==> config.mk <==
export PLATFORM = sky130hd
export DESIGN_NAME = text_console_writer
export DESIGN_NICKNAME = d
export VERILOG_FILES = /design/src/sv/tcw_pkg.sv /design/src/sv/tcw_cmd_fifo.sv /design/src/sv/tcw_front.sv /design/src/sv/tcw_back.sv /design/src/sv/text_console_writer.sv
export VERILOG_INCLUDE_DIRS = /design/src /design/src/sv
export SDC_FILE = /design/constraint.sdc
export NUM_CORES = 1
export LEC_CHECK = 0
export BUFFER_PORTS_ARGS = -buffer_cell sky130_fd_sc_hd__buf_2
export CAP_MARGIN = 20
export CELL_PAD_IN_SITES_DETAIL_PLACEMENT = 1
export CELL_PAD_IN_SITES_GLOBAL_PLACEMENT = 1
export CORE_ASPECT_RATIO = 1.4
export CORE_MARGIN = 4
export CORE_UTILIZATION = 46
export CTS_CLUSTER_SIZE = 28
export DETAILED_ROUTE_END_ITERATION = 10
export PLACE_DENSITY = 0.83
export RECOVER_POWER = 50
export SYNTH_ARGS = -nofsm -noshare
export SYNTH_HDL_FRONTEND = slang
export SYNTH_SLANG_ARGS = --single-unit
==> constraint.sdc <==
create_clock -name i_clk -period 6.6 [get_ports i_clk]
set_clock_uncertainty 0.1 [all_clocks]
set_input_delay 0.99 -clock i_clk [delete_from_list [all_inputs] [get_ports i_clk]]
set_output_delay 0.99 -clock i_clk [all_outputs]
set_load 0.01 [all_outputs]
==> src/sv/text_console_writer_assert.svh <==
// ----------------------------------------------------------------------------
// Text console writer assertion macros
// Shared concurrent assertion forms used by the console RTL.
// ----------------------------------------------------------------------------
`ifndef TEXT_CONSOLE_WRITER_ASSERT_SVH
`define TEXT_CONSOLE_WRITER_ASSERT_SVH

// Same-cycle implication, checked outside of reset.
`define TCW_ASSERT_IMPL(label, clk, rst_n, ante, cons) \
    label: assert property (@(posedge clk) disable iff (!(rst_n)) (ante) |-> (cons)) \
        else $error("console assertion failed");

// Next-cycle implication, checked outside of reset.
`define TCW_ASSERT_NEXT(label, clk, rst_n, ante, cons) \
    label: assert property (@(posedge clk) disable iff (!(rst_n)) (ante) |=> (cons)) \
        else $error("console assertion failed");

`endif

==> src/sv/tcw_pkg.sv <==
`timescale 1ns / 1ps
// ----------------------------------------------------------------------------
// Text console writer package
// Screen geometry, codes, command and result types shared by the console.
// ----------------------------------------------------------------------------
package tcw_pkg;

    // Screen geometry.
    localparam int COLS  = 80;
    localparam int ROWS  = 25;
    localparam int CELLS = ROWS * COLS;

    // Derived widths.
    localparam int ADDR_W   = $clog2(CELLS);
    localparam int CNT_W    = $clog2(CELLS + 1);
    localparam int ROW_W    = $clog2(ROWS + 1);
    localparam int COL_W    = $clog2(COLS + 1);
    localparam int POS_W    = 12;
    localparam int ROW_IN_W = 5;
    localparam int COL_IN_W = 7;
    localparam int CHAR_W   = 8;
    localparam int ATTR_W   = 8;
    localparam int CELL_W   = CHAR_W + ATTR_W;

    // Command queue between the front and back parts.
    localparam int QDEPTH = 2;
    localparam int QPTR_W = $clog2(QDEPTH);
    localparam int QCNT_W = $clog2(QDEPTH + 1);

    // Character codes and register reset values.
    localparam logic [CHAR_W-1:0] CH_SPACE   = 8'h20;
    localparam logic [CHAR_W-1:0] CH_NEWLINE = 8'h0A;
    localparam logic [CHAR_W-1:0] CH_ERROR   = 8'h45;
    localparam logic [ATTR_W-1:0] RESET_DEFAULT_ATTR = 8'd15;
    localparam logic [ATTR_W-1:0] RESET_ERROR_ATTR   = 8'd244;

    typedef enum logic {
        REQ_PUT   = 1'b0,
        REQ_CLEAR = 1'b1
    } t_req;

    typedef enum logic {
        CFG_DEFAULT_ATTR = 1'b0,
        CFG_ERROR_ATTR   = 1'b1
    } t_cfg_index;

    typedef enum logic [2:0] {
        S_INIT,
        S_IDLE,
        S_CLEAR,
        S_SCROLL,
        S_DONE
    } t_back_state;

    // One result item.
    typedef struct packed {
        logic [POS_W-1:0] pos;
        logic             err;
        logic             scr;
    } t_result;

    // One classified command for the back part.
    typedef struct packed {
        logic              do_write;
        logic [ADDR_W-1:0] addr;
        logic [CELL_W-1:0] data;
        logic              do_scroll;
        logic              do_clear;
        t_result           res;
    } t_cmd;

    // Cell index of a row and column; small constant multiply.
    function automatic logic [POS_W-1:0] cell_pos(input logic [POS_W-1:0] row,
                                                   input logic [POS_W-1:0] col);
        cell_pos = POS_W'(row * POS_W'(COLS)) + col;
    endfunction

endpackage

==> src/sv/tcw_cmd_fifo.sv <==
`timescale 1ns / 1ps
// ----------------------------------------------------------------------------
// Console command queue
// Short register queue that decouples request classification from execution.
// ----------------------------------------------------------------------------
module tcw_cmd_fifo (
    input  logic          i_clk,
    input  logic          i_rst_n,
    input  logic          i_push,
    input  tcw_pkg::t_cmd i_cmd,
    output logic          o_full,
    output logic          o_valid,
    output tcw_pkg::t_cmd o_cmd,
    input  logic          i_pop
);

    tcw_pkg::t_cmd                   r_mem [tcw_pkg::QDEPTH];
    logic [tcw_pkg::QPTR_W-1:0]      r_wr_ptr;
    logic [tcw_pkg::QPTR_W-1:0]      r_rd_ptr;
    logic [tcw_pkg::QCNT_W-1:0]      r_count;
    logic [tcw_pkg::QCNT_W-1:0]      n_count;

    // Status flags.
    assign o_full  = (r_count == tcw_pkg::QCNT_W'(tcw_pkg::QDEPTH));
    assign o_valid = (r_count != '0);
    assign o_cmd   = r_mem[r_rd_ptr];

    // Occupancy follows pushes and pops.
    always_comb begin
        n_count = r_count;
        if (i_push && !i_pop) begin
            n_count = r_count + 1'b1;
        end else if (!i_push && i_pop) begin
            n_count = r_count - 1'b1;
        end
    end

    // Pointers and occupancy.
    always_ff @(posedge i_clk) begin
        if (!i_rst_n) begin
            r_wr_ptr <= '0;
            r_rd_ptr <= '0;
            r_count  <= '0;
        end else begin
            r_count <= n_count;
            if (i_push) begin
                r_wr_ptr <= r_wr_ptr + 1'b1;
            end
            if (i_pop) begin
                r_rd_ptr <= r_rd_ptr + 1'b1;
            end
        end
    end

    // Entry storage.
    always_ff @(posedge i_clk) begin
        if (i_push) begin
            r_mem[r_wr_ptr] <= i_cmd;
        end
    end

endmodule

==> src/sv/tcw_front.sv <==
`timescale 1ns / 1ps
// ----------------------------------------------------------------------------
// Console request front end
// Accepts requests, tracks the cursor and registers, and issues commands.
// ----------------------------------------------------------------------------
module tcw_front (
    input  logic                           i_clk,
    input  logic                           i_rst_n,
    input  logic                           i_valid,
    output logic                           o_ready,
    input  logic                           i_req_type,
    input  logic [tcw_pkg::CHAR_W-1:0]     i_char_code,
    input  logic [tcw_pkg::ATTR_W-1:0]     i_attr,
    input  logic                           i_use_cursor,
    input  logic [tcw_pkg::ROW_IN_W-1:0]   i_row,
    input  logic [tcw_pkg::COL_IN_W-1:0]   i_col,
    input  logic                           i_cfg_valid,
    output logic                           o_cfg_ready,
    input  logic                           i_cfg_index,
    input  logic [tcw_pkg::ATTR_W-1:0]     i_cfg_data,
    input  logic                           i_q_full,
    input  logic                           i_init_busy,
    output logic                           o_push,
    output tcw_pkg::t_cmd                  o_cmd
);

    logic [tcw_pkg::ROW_W-1:0]  r_cur_row;
    logic [tcw_pkg::COL_W-1:0]  r_cur_col;
    logic [tcw_pkg::ATTR_W-1:0] r_default_attr;
    logic [tcw_pkg::ATTR_W-1:0] r_error_attr;
    logic [tcw_pkg::ROW_W-1:0]  n_cur_row;
    logic [tcw_pkg::COL_W-1:0]  n_cur_col;

    logic                       accept;
    logic                       off_screen;
    logic [tcw_pkg::ATTR_W-1:0] attr_eff;
    logic [tcw_pkg::ROW_W-1:0]  base_row;
    logic [tcw_pkg::COL_W-1:0]  base_col;
    logic [tcw_pkg::ROW_W-1:0]  new_row;
    logic [tcw_pkg::COL_W-1:0]  new_col;
    logic                       scroll;

    assign o_ready     = !i_q_full && !i_init_busy;
    assign o_cfg_ready = 1'b1;
    assign accept      = i_valid && o_ready;
    assign o_push      = accept;

    // Position arithmetic for a put request.
    always_comb begin
        attr_eff   = (i_attr == '0) ? r_default_attr : i_attr;
        off_screen = !i_use_cursor && ((int'(i_row) >= tcw_pkg::ROWS)
                                       || (int'(i_col) >= tcw_pkg::COLS));
        base_row   = i_use_cursor ? r_cur_row : tcw_pkg::ROW_W'(i_row);
        base_col   = i_use_cursor ? r_cur_col : tcw_pkg::COL_W'(i_col);
        new_row    = base_row;
        new_col    = base_col;
        if (i_char_code == tcw_pkg::CH_NEWLINE) begin
            new_row = base_row + 1'b1;
            new_col = '0;
        end else begin
            new_col = base_col + 1'b1;
            if (new_col == tcw_pkg::COL_W'(tcw_pkg::COLS)) begin
                new_col = '0;
                new_row = base_row + 1'b1;
            end
        end
        scroll = (new_row == tcw_pkg::ROW_W'(tcw_pkg::ROWS));
        if (scroll) begin
            new_row = tcw_pkg::ROW_W'(tcw_pkg::ROWS - 1);
        end
    end

    // Classify the request into a command and the next cursor.
    always_comb begin
        o_cmd     = '0;
        n_cur_row = r_cur_row;
        n_cur_col = r_cur_col;
        unique case (tcw_pkg::t_req'(i_req_type))
            tcw_pkg::REQ_CLEAR: begin
                o_cmd.do_clear = 1'b1;
                o_cmd.data     = {r_default_attr, tcw_pkg::CH_SPACE};
                n_cur_row      = '0;
                n_cur_col      = '0;
            end
            tcw_pkg::REQ_PUT: begin
                if (off_screen) begin
                    o_cmd.do_write = 1'b1;
                    o_cmd.addr     = tcw_pkg::ADDR_W'(tcw_pkg::CELLS - 1);
                    o_cmd.data     = {r_error_attr, tcw_pkg::CH_ERROR};
                    o_cmd.res.pos  = tcw_pkg::cell_pos(tcw_pkg::POS_W'(i_row),
                                                       tcw_pkg::POS_W'(i_col));
                    o_cmd.res.err  = 1'b1;
                end else begin
                    o_cmd.do_write  = (i_char_code != tcw_pkg::CH_NEWLINE);
                    o_cmd.addr      = tcw_pkg::ADDR_W'(tcw_pkg::cell_pos(
                                          tcw_pkg::POS_W'(base_row),
                                          tcw_pkg::POS_W'(base_col)));
                    o_cmd.data      = {attr_eff, i_char_code};
                    o_cmd.do_scroll = scroll;
                    o_cmd.res.pos   = tcw_pkg::cell_pos(tcw_pkg::POS_W'(new_row),
                                                        tcw_pkg::POS_W'(new_col));
                    o_cmd.res.scr   = scroll;
                    n_cur_row       = new_row;
                    n_cur_col       = new_col;
                end
            end
            default: begin
                o_cmd = '0;
            end
        endcase
    end

    // Cursor update on each accepted request.
    always_ff @(posedge i_clk) begin
        if (!i_rst_n) begin
            r_cur_row <= '0;
            r_cur_col <= '0;
        end else if (accept) begin
            r_cur_row <= n_cur_row;
            r_cur_col <= n_cur_col;
        end
    end

    // Configuration registers.
    always_ff @(posedge i_clk) begin
        if (!i_rst_n) begin
            r_default_attr <= tcw_pkg::RESET_DEFAULT_ATTR;
            r_error_attr   <= tcw_pkg::RESET_ERROR_ATTR;
        end else if (i_cfg_valid) begin
            unique case (tcw_pkg::t_cfg_index'(i_cfg_index))
                tcw_pkg::CFG_DEFAULT_ATTR: r_default_attr <= i_cfg_data;
                tcw_pkg::CFG_ERROR_ATTR:   r_error_attr   <= i_cfg_data;
                default: begin
                    r_default_attr <= r_default_attr;
                end
            endcase
        end
    end

endmodule

==> src/sv/tcw_back.sv <==
`timescale 1ns / 1ps
// ----------------------------------------------------------------------------
// Console execution back end
// Owns the screen store; performs cell writes, scroll and clear sweeps.
// ----------------------------------------------------------------------------
`include "text_console_writer_assert.svh"

module tcw_back (
    input  logic             i_clk,
    input  logic             i_rst_n,
    input  logic             i_q_valid,
    input  tcw_pkg::t_cmd    i_q_cmd,
    output logic             o_pop,
    output logic             o_init_busy,
    output logic             o_out_valid,
    input  logic             i_out_ready,
    output tcw_pkg::t_result o_out_res
);

    // Screen store: character in the low byte, attribute in the high byte.
    logic [tcw_pkg::CELL_W-1:0] r_mem [tcw_pkg::CELLS];
    logic [tcw_pkg::CELL_W-1:0] r_rd_data;

    tcw_pkg::t_back_state       r_state;
    tcw_pkg::t_back_state       n_state;
    logic [tcw_pkg::CNT_W-1:0]  r_cnt;
    logic [tcw_pkg::CNT_W-1:0]  n_cnt;
    logic [tcw_pkg::CELL_W-1:0] r_fill;
    logic [tcw_pkg::CELL_W-1:0] n_fill;
    tcw_pkg::t_result           r_res;
    tcw_pkg::t_result           n_res;
    logic                       r_pipe_valid;
    logic                       n_pipe_valid;
    logic [tcw_pkg::ADDR_W-1:0] r_pipe_addr;
    logic [tcw_pkg::ADDR_W-1:0] n_pipe_addr;
    logic                       r_pipe_blank;
    logic                       n_pipe_blank;
    logic                       r_out_valid;
    tcw_pkg::t_result           r_out_res;

    logic                       slot_free;
    logic                       load_out;
    tcw_pkg::t_result           out_src;
    logic                       wr_en;
    logic [tcw_pkg::ADDR_W-1:0] wr_addr;
    logic [tcw_pkg::CELL_W-1:0] wr_data;
    logic [tcw_pkg::ADDR_W-1:0] rd_addr;

    assign slot_free   = !r_out_valid || i_out_ready;
    assign o_init_busy = (r_state == tcw_pkg::S_INIT);
    assign o_out_valid = r_out_valid;
    assign o_out_res   = r_out_res;

    // Sequencer: next state, store port control and result loading.
    always_comb begin
        n_state      = r_state;
        n_cnt        = r_cnt;
        n_fill       = r_fill;
        n_res        = r_res;
        n_pipe_valid = 1'b0;
        n_pipe_addr  = r_pipe_addr;
        n_pipe_blank = r_pipe_blank;
        o_pop        = 1'b0;
        load_out     = 1'b0;
        out_src      = r_res;
        rd_addr      = '0;
        wr_en        = 1'b0;
        wr_addr      = r_pipe_addr;
        wr_data      = r_pipe_blank ? {r_rd_data[tcw_pkg::CELL_W-1:tcw_pkg::CHAR_W],
                                       tcw_pkg::CH_SPACE}
                                    : r_rd_data;

        // Second half of a scroll move: write the cell read in the previous cycle.
        if (r_pipe_valid) begin
            wr_en = 1'b1;
        end

        unique case (r_state)
            tcw_pkg::S_INIT: begin
                wr_en   = 1'b1;
                wr_addr = tcw_pkg::ADDR_W'(r_cnt);
                wr_data = {tcw_pkg::RESET_DEFAULT_ATTR, tcw_pkg::CH_SPACE};
                if (r_cnt == tcw_pkg::CNT_W'(tcw_pkg::CELLS - 1)) begin
                    n_cnt   = '0;
                    n_state = tcw_pkg::S_IDLE;
                end else begin
                    n_cnt = r_cnt + 1'b1;
                end
            end
            tcw_pkg::S_IDLE: begin
                if (i_q_valid) begin
                    if (i_q_cmd.do_clear) begin
                        o_pop   = 1'b1;
                        n_fill  = i_q_cmd.data;
                        n_res   = i_q_cmd.res;
                        n_cnt   = '0;
                        n_state = tcw_pkg::S_CLEAR;
                    end else if (i_q_cmd.do_scroll) begin
                        o_pop   = 1'b1;
                        wr_en   = i_q_cmd.do_write;
                        wr_addr = i_q_cmd.addr;
                        wr_data = i_q_cmd.data;
                        n_res   = i_q_cmd.res;
                        n_cnt   = '0;
                        n_state = tcw_pkg::S_SCROLL;
                    end else if (slot_free) begin
                        o_pop    = 1'b1;
                        wr_en    = i_q_cmd.do_write;
                        wr_addr  = i_q_cmd.addr;
                        wr_data  = i_q_cmd.data;
                        load_out = 1'b1;
                        out_src  = i_q_cmd.res;
                    end
                end
            end
            tcw_pkg::S_CLEAR: begin
                wr_en   = 1'b1;
                wr_addr = tcw_pkg::ADDR_W'(r_cnt);
                wr_data = r_fill;
                if (r_cnt == tcw_pkg::CNT_W'(tcw_pkg::CELLS - 1)) begin
                    n_cnt   = '0;
                    n_state = tcw_pkg::S_DONE;
                end else begin
                    n_cnt = r_cnt + 1'b1;
                end
            end
            tcw_pkg::S_SCROLL: begin
                // Rows move up by one; the bottom row is reread and blanked.
                if (r_cnt != tcw_pkg::CNT_W'(tcw_pkg::CELLS)) begin
                    if (r_cnt < tcw_pkg::CNT_W'(tcw_pkg::CELLS - tcw_pkg::COLS)) begin
                        rd_addr      = tcw_pkg::ADDR_W'(r_cnt + tcw_pkg::CNT_W'(tcw_pkg::COLS));
                        n_pipe_blank = 1'b0;
                    end else begin
                        rd_addr      = tcw_pkg::ADDR_W'(r_cnt);
                        n_pipe_blank = 1'b1;
                    end
                    n_pipe_valid = 1'b1;
                    n_pipe_addr  = tcw_pkg::ADDR_W'(r_cnt);
                    n_cnt        = r_cnt + 1'b1;
                end else begin
                    n_cnt   = '0;
                    n_state = tcw_pkg::S_DONE;
                end
            end
            tcw_pkg::S_DONE: begin
                if (slot_free) begin
                    load_out = 1'b1;
                    out_src  = r_res;
                    n_state  = tcw_pkg::S_IDLE;
                end
            end
            default: begin
                n_state = tcw_pkg::S_IDLE;
            end
        endcase
    end

    // State register.
    always_ff @(posedge i_clk) begin
        if (!i_rst_n) begin
            r_state      <= tcw_pkg::S_INIT;
            r_cnt        <= '0;
            r_pipe_valid <= 1'b0;
        end else begin
            r_state      <= n_state;
            r_cnt        <= n_cnt;
            r_pipe_valid <= n_pipe_valid;
        end
    end

    // Payload registers of the sequencer.
    always_ff @(posedge i_clk) begin
        r_fill       <= n_fill;
        r_res        <= n_res;
        r_pipe_addr  <= n_pipe_addr;
        r_pipe_blank <= n_pipe_blank;
    end

    // Output register; a finished result waits here for the receiver.
    always_ff @(posedge i_clk) begin
        if (!i_rst_n) begin
            r_out_valid <= 1'b0;
        end else if (load_out) begin
            r_out_valid <= 1'b1;
        end else if (i_out_ready) begin
            r_out_valid <= 1'b0;
        end
    end

    always_ff @(posedge i_clk) begin
        if (load_out) begin
            r_out_res <= out_src;
        end
    end

    // Screen store: one write port, one registered read port.
    always_ff @(posedge i_clk) begin
        if (wr_en) begin
            r_mem[wr_addr] <= wr_data;
        end
        r_rd_data <= r_mem[rd_addr];
    end

    // No command leaves the queue while the store is being initialized.
    `TCW_ASSERT_IMPL(a_no_pop_in_init, i_clk, i_rst_n, r_state == tcw_pkg::S_INIT, !o_pop)
    // A result is only loaded when the output register is free or draining.
    `TCW_ASSERT_IMPL(a_load_when_free, i_clk, i_rst_n, load_out && r_out_valid, i_out_ready)
    // The scroll sweep ends with its last move written and the result pending.
    `TCW_ASSERT_NEXT(a_scroll_ends, i_clk, i_rst_n, (r_state == tcw_pkg::S_SCROLL) && (r_cnt == tcw_pkg::CNT_W'(tcw_pkg::CELLS)), (r_state == tcw_pkg::S_DONE) && !r_pipe_valid)
    // Sweep counter never passes the store size.
    `TCW_ASSERT_IMPL(a_cnt_bound, i_clk, i_rst_n, r_state != tcw_pkg::S_IDLE, r_cnt <= tcw_pkg::CNT_W'(tcw_pkg::CELLS))

endmodule

==> src/sv/text_console_writer.sv <==
`timescale 1ns / 1ps
// ----------------------------------------------------------------------------
// Text console writer
// 80x25 character/attribute screen store with cursor, put and clear requests.
// ----------------------------------------------------------------------------
// Requests enter on the s_axis stream: tuser carries the request type (put or
// clear) and tdata the character, attribute, cursor select, row and column.
// Each request returns one result on the m_axis stream: the new cursor cell
// (or the raw position on an off-screen write) in tdata, error and scrolled
// flags in tuser. Attributes are set through the cfg write channel, which is
// always ready.
// A plain put or newline is held in the command queue and then in the output
// register; the block sustains one per cycle through its two-entry command
// queue while the receiver is ready and no scroll or clear is running. A scroll
// walks the store through its single read and write port; a clear writes
// every cell. After reset the store is filled with blanks of attribute 15,
// one cell per cycle; s_axis_tready stays low during that pass.
// A stalled receiver holds the result in the output register; the queue keeps
// taking requests until it is full, then s_axis_tready drops.
// ----------------------------------------------------------------------------
module text_console_writer (
    input  logic        i_clk,
    input  logic        i_rst_n,
    input  logic        s_axis_tvalid,
    output logic        s_axis_tready,
    input  logic [31:0] s_axis_tdata,  // char_code[7:0], attr[15:8], use_cursor[16],
                                       // row[21:17], col[28:22], zero[31:29]
    input  logic        s_axis_tuser,  // req_type[0]
    output logic        m_axis_tvalid,
    input  logic        m_axis_tready,
    output logic [15:0] m_axis_tdata,  // position[11:0], zero[15:12]
    output logic [1:0]  m_axis_tuser,  // error[0], scrolled[1]
    input  logic        i_cfg_valid,
    output logic        o_cfg_ready,
    input  logic        i_cfg_index,
    input  logic [7:0]  i_cfg_data
);

    logic             q_full;
    logic             q_valid;
    logic             push;
    logic             pop;
    logic             init_busy;
    tcw_pkg::t_cmd    front_cmd;
    tcw_pkg::t_cmd    q_cmd;
    tcw_pkg::t_result out_res;

    // Front: accept and classify requests.
    tcw_front u_front (
        .i_clk        (i_clk),
        .i_rst_n      (i_rst_n),
        .i_valid      (s_axis_tvalid),
        .o_ready      (s_axis_tready),
        .i_req_type   (s_axis_tuser),
        .i_char_code  (s_axis_tdata[7:0]),
        .i_attr       (s_axis_tdata[15:8]),
        .i_use_cursor (s_axis_tdata[16]),
        .i_row        (s_axis_tdata[21:17]),
        .i_col        (s_axis_tdata[28:22]),
        .i_cfg_valid  (i_cfg_valid),
        .o_cfg_ready  (o_cfg_ready),
        .i_cfg_index  (i_cfg_index),
        .i_cfg_data   (i_cfg_data),
        .i_q_full     (q_full),
        .i_init_busy  (init_busy),
        .o_push       (push),
        .o_cmd        (front_cmd)
    );

    // Command queue between the two parts.
    tcw_cmd_fifo u_fifo (
        .i_clk   (i_clk),
        .i_rst_n (i_rst_n),
        .i_push  (push),
        .i_cmd   (front_cmd),
        .o_full  (q_full),
        .o_valid (q_valid),
        .o_cmd   (q_cmd),
        .i_pop   (pop)
    );

    // Back: execute commands on the screen store.
    tcw_back u_back (
        .i_clk       (i_clk),
        .i_rst_n     (i_rst_n),
        .i_q_valid   (q_valid),
        .i_q_cmd     (q_cmd),
        .o_pop       (pop),
        .o_init_busy (init_busy),
        .o_out_valid (m_axis_tvalid),
        .i_out_ready (m_axis_tready),
        .o_out_res   (out_res)
    );

    // Result packing.
    assign m_axis_tdata = {4'b0000, out_res.pos};
    assign m_axis_tuser = {out_res.scr, out_res.err};

endmodule
==> results.json <==
{
  "status": "finished, final reports clean",
  "dieWidth_um": 97.0,
  "yosysTopAreaCell": "edfxtp_1",
  "cts_setup_buffers": 0,
  "cts-root-buf": "clkbuf_16",
  "rsz0062_at_grt": "false",
  "antenna-diode-count": 0,
  "r2r-end": "u_fifo.r_mem[0][13]",
  "cp_slowest_cell": "or4_4",
  "startpoint": "s_axis_tdata[22]",
  "die_height_um": 133,
  "synth_flop_cell": "edfxtp_1",
  "setup_ws_ns": 1.01,
  "row_count": 45,
  "start_kind": "input port",
  "firstDrtPassIters": 4,
  "synth_area_per_cell_um2": 10.8,
  "grt_util_all_layers": 0.196,
  "rr_startpoint": "u_front.r_cur_col[0]",
  "peakVddDrop_mv": 0.172,
  "grt_pass1_vias": 4153,
  "drt.antenna.violating_nets": 0,
  "grt_pass1_wl_um": 20300,
  "holdPathStages": 2,
  "reg2reg_setup_slack_ns": 1.60,
  "fmax_mhz": 179,
  "crit_type": "in2reg",
  "async_flop_share": 0,
  "design.core.area_um2": 10900,
  "dr_total_vias": 3718,
  "cts_max_level": 3,
  "ys_ff_latch": 90,
  "globalplace.congestion": 0.849,
  "cp-end-kind": "register",
  "crit_end": "u_fifo.r_mem[0][13]",
  "cp.arrival_ns": 5.68,
  "io_pins": 68,
  "post_cts_resized": 0,
  "yosysWarnings": 0,
  "drive_gt1_frac": 0.143,
  "drv_slew": 0,
  "max_slew_margin": 0.290,
  "power.leakage_nw": 2.13,
  "reg2regPathDepth": 19,
  "synth_top_area_share": 0.342,
  "synth_commonest_cells": "edfxtp_1 (58), nor2_1 (49), mux2_2 (33), dfxtp_1 (32)",
  "route.met3.wl_um": 308,
  "tightest_slew_ns": 1.06,
  "slowest_delay_ns": 0.50,
  "seqPwrFrac": 0.478,
  "cts_buffers": 9,
  "hold_path_class": "reg2reg",
  "cpLargestDelayFamily": "simple AND/OR/NAND/NOR gates",
  "dpl.hpwl_um": 9140,
  "finalNetCount": 589,
  "clkSinkCount": 90,
  "yosysMostFrequentCell": "edfxtp_1",
  "drv_cap": 0,
  "port_buffers": 41,
  "crit_top_cell": "ha_1",
  "grt_start_max_net_pins": 25,
  "ys_types": 61,
  "grt_overflow": 0,
  "cts_tree": "done",
  "setup_violations": 0,
  "wire_per_inst_um": 18.3,
  "viasPerCell": 5.63,
  "drt-total-wl_um": 12100,
  "yosysSeqAreaShare": 0.467,
  "crit_fanout": 6,
  "period_needed_ns": 5.59,
  "p_int_mw": 0.982,
  "area_growth_pct": 11.4,
  "drc_errors": 0,
  "clock_power_share": 0.375,
  "crit_required_ns": 6.69,
  "synth_cells": 474,
  "drt_iter0_drc": 133,
  "critical_path_buf_inv_count": 3,
  "hold_violations": 0,
  "cts.clk_slew.worst_paths_ns": 0.06,
  "synth_area_leaders": "edfxtp_1 (34%), dfxtp_1 (13%), mux2_2 (7.3%)",
  "route.met2.wl_um": 6830,
  "postCtsHoldBufs": 0,
  "period_share": 0.847,
  "combPwrFrac": 0.147,
  "power_density_nw_per_um2": 233,
  "dieArea_um2": 12900,
  "initial_utilization": 0.469,
  "crit_path_cell_trace": "buf_2 > nor2b_1 > a21oi_1 > inv_1 > ha_1 > and4_1 > or4_4 > o31ai_4 > a311oi_1 > a211oi_4 > o21ai_1 > and2_1 > ha_1 > ha_1 > inv_1 > fa_1 > nor3b_1 > nand2_1 > maj3_1 > nand3_1 > o311a_1",
  "p_sw_frac": 0.257,
  "clk_latency_ns": 0.34,
  "synth_edf_count": 58,
  "setup-tns-final_ns": 0,
  "clockBufferDepth": 2,
  "switchingPower_mw": 0.340,
  "dp_slack_ns": 0.725,
  "antenna_found_initial": 0,
  "drt-met1-wl_um": 4720,
  "synth.cell_area_um2": 5100,
  "crit_cells": 21,
  "top_layer_used": "met4"
}
[kinds of logic (layout without fill, tap and decap cells)]
kind of cell    after synthesis  after routing  share of synthesized area
mux                          40             40                     0.0866
buf+inv                      40             82                     0.0366
compound gates               85             85                      0.120
simple gates                151            151                      0.148
other cells                   2              5                    0.00147
fa+ha+maj                    29             29                     0.0766
xor+xnor                     37             37                     0.0636
flops                        90             90                      0.467
[per-layer routing]
layer | GRT usage | up-vias
met5 | 0 | -
met4 | 0.0734 | 0
met3 | 0.0369 | 20
met2 | 0.379 | 59
met1 | 0.207 | 1847
li1 | - | 1792
[flip-flops by register name, summed over array words and instances (netlist names), named ones only]
register	count
u_back.o_out_res	14
u_back.o_out_valid	1
u_back.r_cnt	11
u_back.r_res	14
u_back.r_state	3
u_fifo.r_count	2
u_fifo.r_mem	30
u_fifo.r_rd_ptr	1
u_fifo.r_wr_ptr	1
u_front.r_cur_col	7
u_front.r_cur_row	5
[per-stage QoR]
stage	utilization	hold WS (ns)	power, mW	instances	cell area, um^2
after CTS	0.525	0.416	1.34	659	5710
after global routing	0.523	0.446	1.38	660	5680
final	0.523	0.414	1.32	660	5680
after global placement	0.498	0.370	0.824	641	5410
after floorplan	-	0.359	0.782	477	5110
after detailed placement	0.499	0.400	0.841	643	5420
[cell usage in the layout (no fill, tap or decap), drive strengths merged, types with 3 or more instances in the layout]
cell / synthesis / layout
edfxtp: 58 / 58
nor2: 49 / 49
mux2: 33 / 33
dfxtp: 32 / 32
nand2: 29 / 29
a21oi: 29 / 29
buf: 10 / 29
clkbuf: 12 / 28
ha: 24 / 24
xnor2: 21 / 21
inv: 17 / 17
xor2: 16 / 16
nand3: 15 / 15
nor3: 13 / 13
o21ai: 11 / 11
a21o: 9 / 9
nor2b: 7 / 7
mux2i: 7 / 7
a32oi: 7 / 7
and3: 7 / 7
and2: 6 / 6
a211oi: 6 / 6
conb: 2 / 5
clkinv: 1 / 5
a22oi: 4 / 4
fa: 4 / 4
a31oi: 4 / 4
and4: 3 / 3
nor4: 3 / 3
nor3b: 3 / 3
or3: 3 / 3
[worst reg2reg max path, delay by kind of cell, from the launching register on]
kind | cells | cell delay [ns]
adder cells (fa/ha/maj) | 5 | 1.43
AND/OR/NAND/NOR | 6 | 1.55
flip-flops | 1 | 0.33
AO/OA/AOI/OAI | 6 | 1.27
buffers and inverters | 2 | 0.17
[final cells by class]
cell class / instances / area [um^2]
clock inverter: 7 / 60.1
multi-input combinational: 347 / 2540
inverter: 18 / 67.6
tap: 141 / 176
fill: 1216 / 5190
timing repair buffer: 48 / 226
clock buffer: 9 / 225
sequential: 90 / 2380
[power by group through the flow]
stage / clock, mW / sequential (mW) / combinational [mW]
global route: 0.527 / 0.635 / 0.219
global placement: 0 / 0.642 / 0.182
CTS: 0.508 / 0.632 / 0.199
finish: 0.495 / 0.632 / 0.194
floorplan: 0 / 0.638 / 0.144
detailed placement: 0 / 0.644 / 0.196
[worst min path at each step]
stage / start / end / slack [ns]
6_report: u_back.r_cnt[9] / u_back.r_cnt[9] / 0.41
5_1_grt: u_front.r_cur_row[3] / u_front.r_cur_row[3] / 0.45
4_1_cts: u_front.r_cur_row[0] / u_front.r_cur_row[0] / 0.42
3_5_place_dp: u_front.r_cur_row[0] / u_front.r_cur_row[0] / 0.40
3_3_place_gp: u_back.r_cnt[9] / u_back.r_cnt[9] / 0.37
2_1_floorplan: u_back.r_cnt[9] / u_back.r_cnt[9] / 0.36
Power figures use the tool's default switching activity.
